**src/hdl/ttsp_pkg.sv**
```systemverilog
`timescale 1ns / 1ps
// ----------------------------------------------------------------------------
// ttsp_pkg
// Shared types and constants for the transposition table store/probe unit.
// ----------------------------------------------------------------------------
package ttsp_pkg;

   // Slot count; a power of two, so the slot index is the low key bits.
   localparam int ENTRIES = 1024;
   localparam int IDX_W   = $clog2(ENTRIES);

   localparam int ACT_W   = 2;
   localparam int KEY_W   = 64;
   localparam int DEPTH_W = 7;
   localparam int SCORE_W = 16;
   localparam int KIND_W  = 2;

   localparam logic [ACT_W-1:0] ACT_PROBE = 2'd0;
   localparam logic [ACT_W-1:0] ACT_STORE = 2'd1;
   localparam logic [ACT_W-1:0] ACT_CLEAR = 2'd2;

   typedef struct packed {
      logic [KEY_W-1:0]          key;
      logic [DEPTH_W-1:0]        depth;
      logic signed [SCORE_W-1:0] score;
      logic                      ancient;
      logic [KIND_W-1:0]         kind;
   } ttsp_entry_type;

   // Controller to datapath.
   typedef struct packed {
      logic accept;
      logic sweep;
      logic commit;
   } ttsp_cmd_type;

   // Datapath to controller.
   typedef struct packed {
      logic is_clear;
      logic sweep_last;
      logic out_free;
   } ttsp_sts_type;

endpackage

```
**src/hdl/ttsp_control.sv**
```systemverilog
`timescale 1ns / 1ps
// ----------------------------------------------------------------------------
// ttsp_control
// Sequencer: clearing sweeps, request accept, and result commit.
// ----------------------------------------------------------------------------
module ttsp_control import ttsp_pkg::*; (
   input  logic         clock,
   input  logic         reset,
   input  logic         req_valid,
   output logic         req_ready,
   input  ttsp_sts_type sts,
   output ttsp_cmd_type cmd
);

   localparam logic [1:0] ST_INIT = 2'd0;
   localparam logic [1:0] ST_IDLE = 2'd1;
   localparam logic [1:0] ST_LOOK = 2'd2;
   localparam logic [1:0] ST_WIPE = 2'd3;

   logic [1:0] state_ff;
   logic [1:0] state_in;

   assign req_ready  = (state_ff == ST_IDLE);
   assign cmd.accept = req_ready & req_valid;
   assign cmd.sweep  = (state_ff == ST_INIT) | (state_ff == ST_WIPE);
   assign cmd.commit = (state_ff == ST_LOOK) & sts.out_free;

   always_comb begin
      state_in = state_ff;
      unique case (state_ff)
         ST_INIT: begin
            if (sts.sweep_last) state_in = ST_IDLE;
         end
         ST_IDLE: begin
            if (cmd.accept) state_in = sts.is_clear ? ST_WIPE : ST_LOOK;
         end
         ST_LOOK: begin
            if (sts.out_free) state_in = ST_IDLE;
         end
         ST_WIPE: begin
            if (sts.sweep_last) state_in = ST_LOOK;
         end
         default: state_in = ST_INIT;
      endcase
   end

   always_ff @(posedge clock) begin
      if (reset) begin
         state_ff <= ST_INIT;
      end else begin
         state_ff <= state_in;
      end
   end

endmodule

```
**config.mk**
```make
export PLATFORM = sky130hd
export DESIGN_NAME = ttsp_control
export DESIGN_NICKNAME = d
export VERILOG_FILES = /design/src/hdl/ttsp_pkg.sv /design/src/hdl/ttsp_control.sv
export SDC_FILE = /design/constraint.sdc
export NUM_CORES = 1
export LEC_CHECK = 0
export ABC_AREA = 1
export BUFFER_PORTS_ARGS = -buffer_cell sky130_fd_sc_hd__buf_2
export CORE_AREA = 8 8 45 47
export DETAILED_ROUTE_END_ITERATION = 10
export DIE_AREA = 0 0 53 55
export PLACE_DENSITY = 0.44
export SLEW_MARGIN = 40
export SYNTH_ARGS = -nofsm -noshare
export SYNTH_HDL_FRONTEND = slang
export SYNTH_SLANG_ARGS = --single-unit
export TNS_END_PERCENT = 50
```
**constraint.sdc**
```tcl
create_clock -name clock -period 1.2 [get_ports clock]
set_input_delay 0.06 -clock clock [delete_from_list [all_inputs] [get_ports clock]]
set_output_delay 0.06 -clock clock [all_outputs]
set_load 0.01 [all_outputs]
```
==> reports/qor.txt <==
Initial DRT Pass Iterations - 2
Synth area leader - ha_1
Routability cong. - 0.707
Initial core utilization - 15.6%
Core Box Area - 0.00138 mm^2
Reg2reg setup slack - 0.10 ns
Row Count - 14
Worst Tran Pin Value - 0.171 ns
Largest registers - state_ff (2)
Final core occ - 22.3%
Worst Setup SP - state_ff[0]
Post-route ant nets - 0
Fmax - 0.888 GHz
Setup TNS - 0 ns
Post-place setup slack - 0.0287 ns
HP Class - input pin to register
Crit path buf inv count - 3
# port buffers - 9
Worst-case clock buffer depth - 2
CTS buffer count - 3
Cell count of the worst hold path - 4
CTS tree - built
Unrepaired setup endpoints after global routing - no
Drt wl/cell - 7.80 um
Syn_nets - 46
Sequential fraction of the synthesis area - 18.5%
Most common cell after layout, fill and taps aside - buf_2
Max VDD drop - 0.000798 V
Vias/cell - 3.55
Total routed wirelength - 499 um
Nets - 60
Largest register FFs - 2
Placed inst area - 282 um^2
Hpwl dp - 415 um
Flops & latches, synth - 2
Die area - 0.00292 mm^2
DRC - 0
Final hold vios - 0
First-pass GRT wire length - 807 um
Layout cells sized above 1 - 41.7%
Worst skew pair latency - 0.22 ns
Leakage - 0.199 nW
Fin crit share - 93.9%
Area delta synth->final - 42.8%
Synth cell types - 10
Worst r2r src - state_ff[0]
Detailed Route Iter0 Violations - 1
Max Cap Viol - 0
Cell family with most CP delay - flip-flops
CP max FO - 4
CP Class - register to output pin
N_diodes - 0
Most frequent cells in the layout - buf_2, inv_1, nor2_1
Crit path largest cell delay - 0.35 ns
Pin count of the biggest net entering global routing - 6
Initial antenna violation count - 0
CP Capture Type - output pin
CP max stage cell - dfxtp_2
Fin. max-slew vios - 0
Fill cell count - 163
Top cell type's share of synthesized area - 23.1%
Clock sinks - 2
Avg Cell Area, Syn - 6.01 um^2
WP data required - 1.14 ns
Finished Cell Area - 309 um^2
Clock skew - 0.00209 ns
CTS root buffer - clkbuf_4
PD cells - 2120 mW/mm^2
Gr usage total - 4.15%
Ys Warns - 0
Vias - 227
Setup crit start kind - register
Status - finished clean
Setup violations, final - 0
Reg2reg end - state_ff[0]
Hold Path Sink - state_ff[0]
I/O pins - 10
Die width - 53 um
Vias in the first global route - 232
Hold Crit Start - reset
Largest reg by FF count - state_ff
Min Tclk post-route - 1.13 ns
Largest cells by area after synthesis - ha_1, dfxtp_1, inv_1
Headroom to the max-slew limit - 88.6%
H-tree depth - 1
Crit-path cells - inv_2, ha_1, inv_1, buf_2
Arr. time, crit path - 1.07 ns
Slack of the critical path - 0.0733 ns
Worst-path clk slew - 0.03 ns
Mapped cell area - 216 um^2
Total gr overflow - 0
Synthesized instance count - 36
Worst Reg-to-Reg Cells - 6
Die height - 55 um
==> synth_stat cells, drive strengths merged <==
library cell	number
inv	10
nor2	9
nand2	8
ha	4
dfxtp	2
nand3	2
o21bai	1
==> repair_timing <==
item,in CTS,in global routing
setup buffers,0,0
gates resized for setup,2,2
endpoints found under the setup margin,2,4
hold buffers,0,0
==> worst register-to-register path: cells and delay by family (launching register included) <==
kind / cells / cell delay, ns
and+or+nand+nor: 3 / 0.21
AOI/OAI and AO/OA: 1 / 0.17
adders and majority gates: 1 / 0.21
DFF: 1 / 0.35
buffers and inverters: 1 / 0.05
==> worst max-delay path by stage <==
| stage | end | cells after the start |
|---|---|---|
| final | cmd[1] | 4 |
| after global routing | cmd[1] | 4 |
| after CTS | cmd[1] | 4 |
| after detailed placement | state_ff[0] | 7 |
| after global placement | state_ff[1] | 6 |
| after floorplan | state_ff[0] | 8 |
==> layer usage <==
metal	wire, um	GRT usage [%]
met5	0	0
met4	14	6.47
met3	42	1.87
met2	243	6.64
met1	198	3.03
==> cell families (layout without fill, tap and decap cells) <==
logic type	count (synthesis)	count (layout)	synth area share (%)
and+or+nand+nor	19	19	37.6
DFF	2	2	18.5
buffers and inverters	10	22	17.3
adders and majority gates	4	4	23.1
AOI/OAI and AO/OA	1	1	3.47
==> through the flow <==
step	power [mW]	hold slack, ns	cells
floorplan	0.391	0.216	36
global placement	0.503	0.323	61
detailed placement	0.502	0.322	61
CTS	0.670	0.0726	64
global route	0.736	0.0886	64
finish	0.656	0.0786	64
==> layout make-up <==
| cell class | instances | area (um^2) | area share [%] |
|---|---|---|---|
| clock buffer | 3 | 22.5 | 7.29 |
| tap | 16 | 20.0 | 6.48 |
| timing repair buffer | 9 | 45.0 | 14.6 |
| multi-input combinational | 24 | 141 | 45.7 |
| inverter | 10 | 37.5 | 12.1 |
| sequential | 2 | 42.5 | 13.8 |
==> power by group <==
part | total, mW | internal (mW) | switching (mW)
Clock | 0.148 | 0.110 | 0.0381
Sequential | 0.131 | 0.101 | 0.0306
Combinational | 0.377 | 0.159 | 0.218
Total | 0.656 | 0.370 | 0.287
Power figures use the tool's default switching activity.
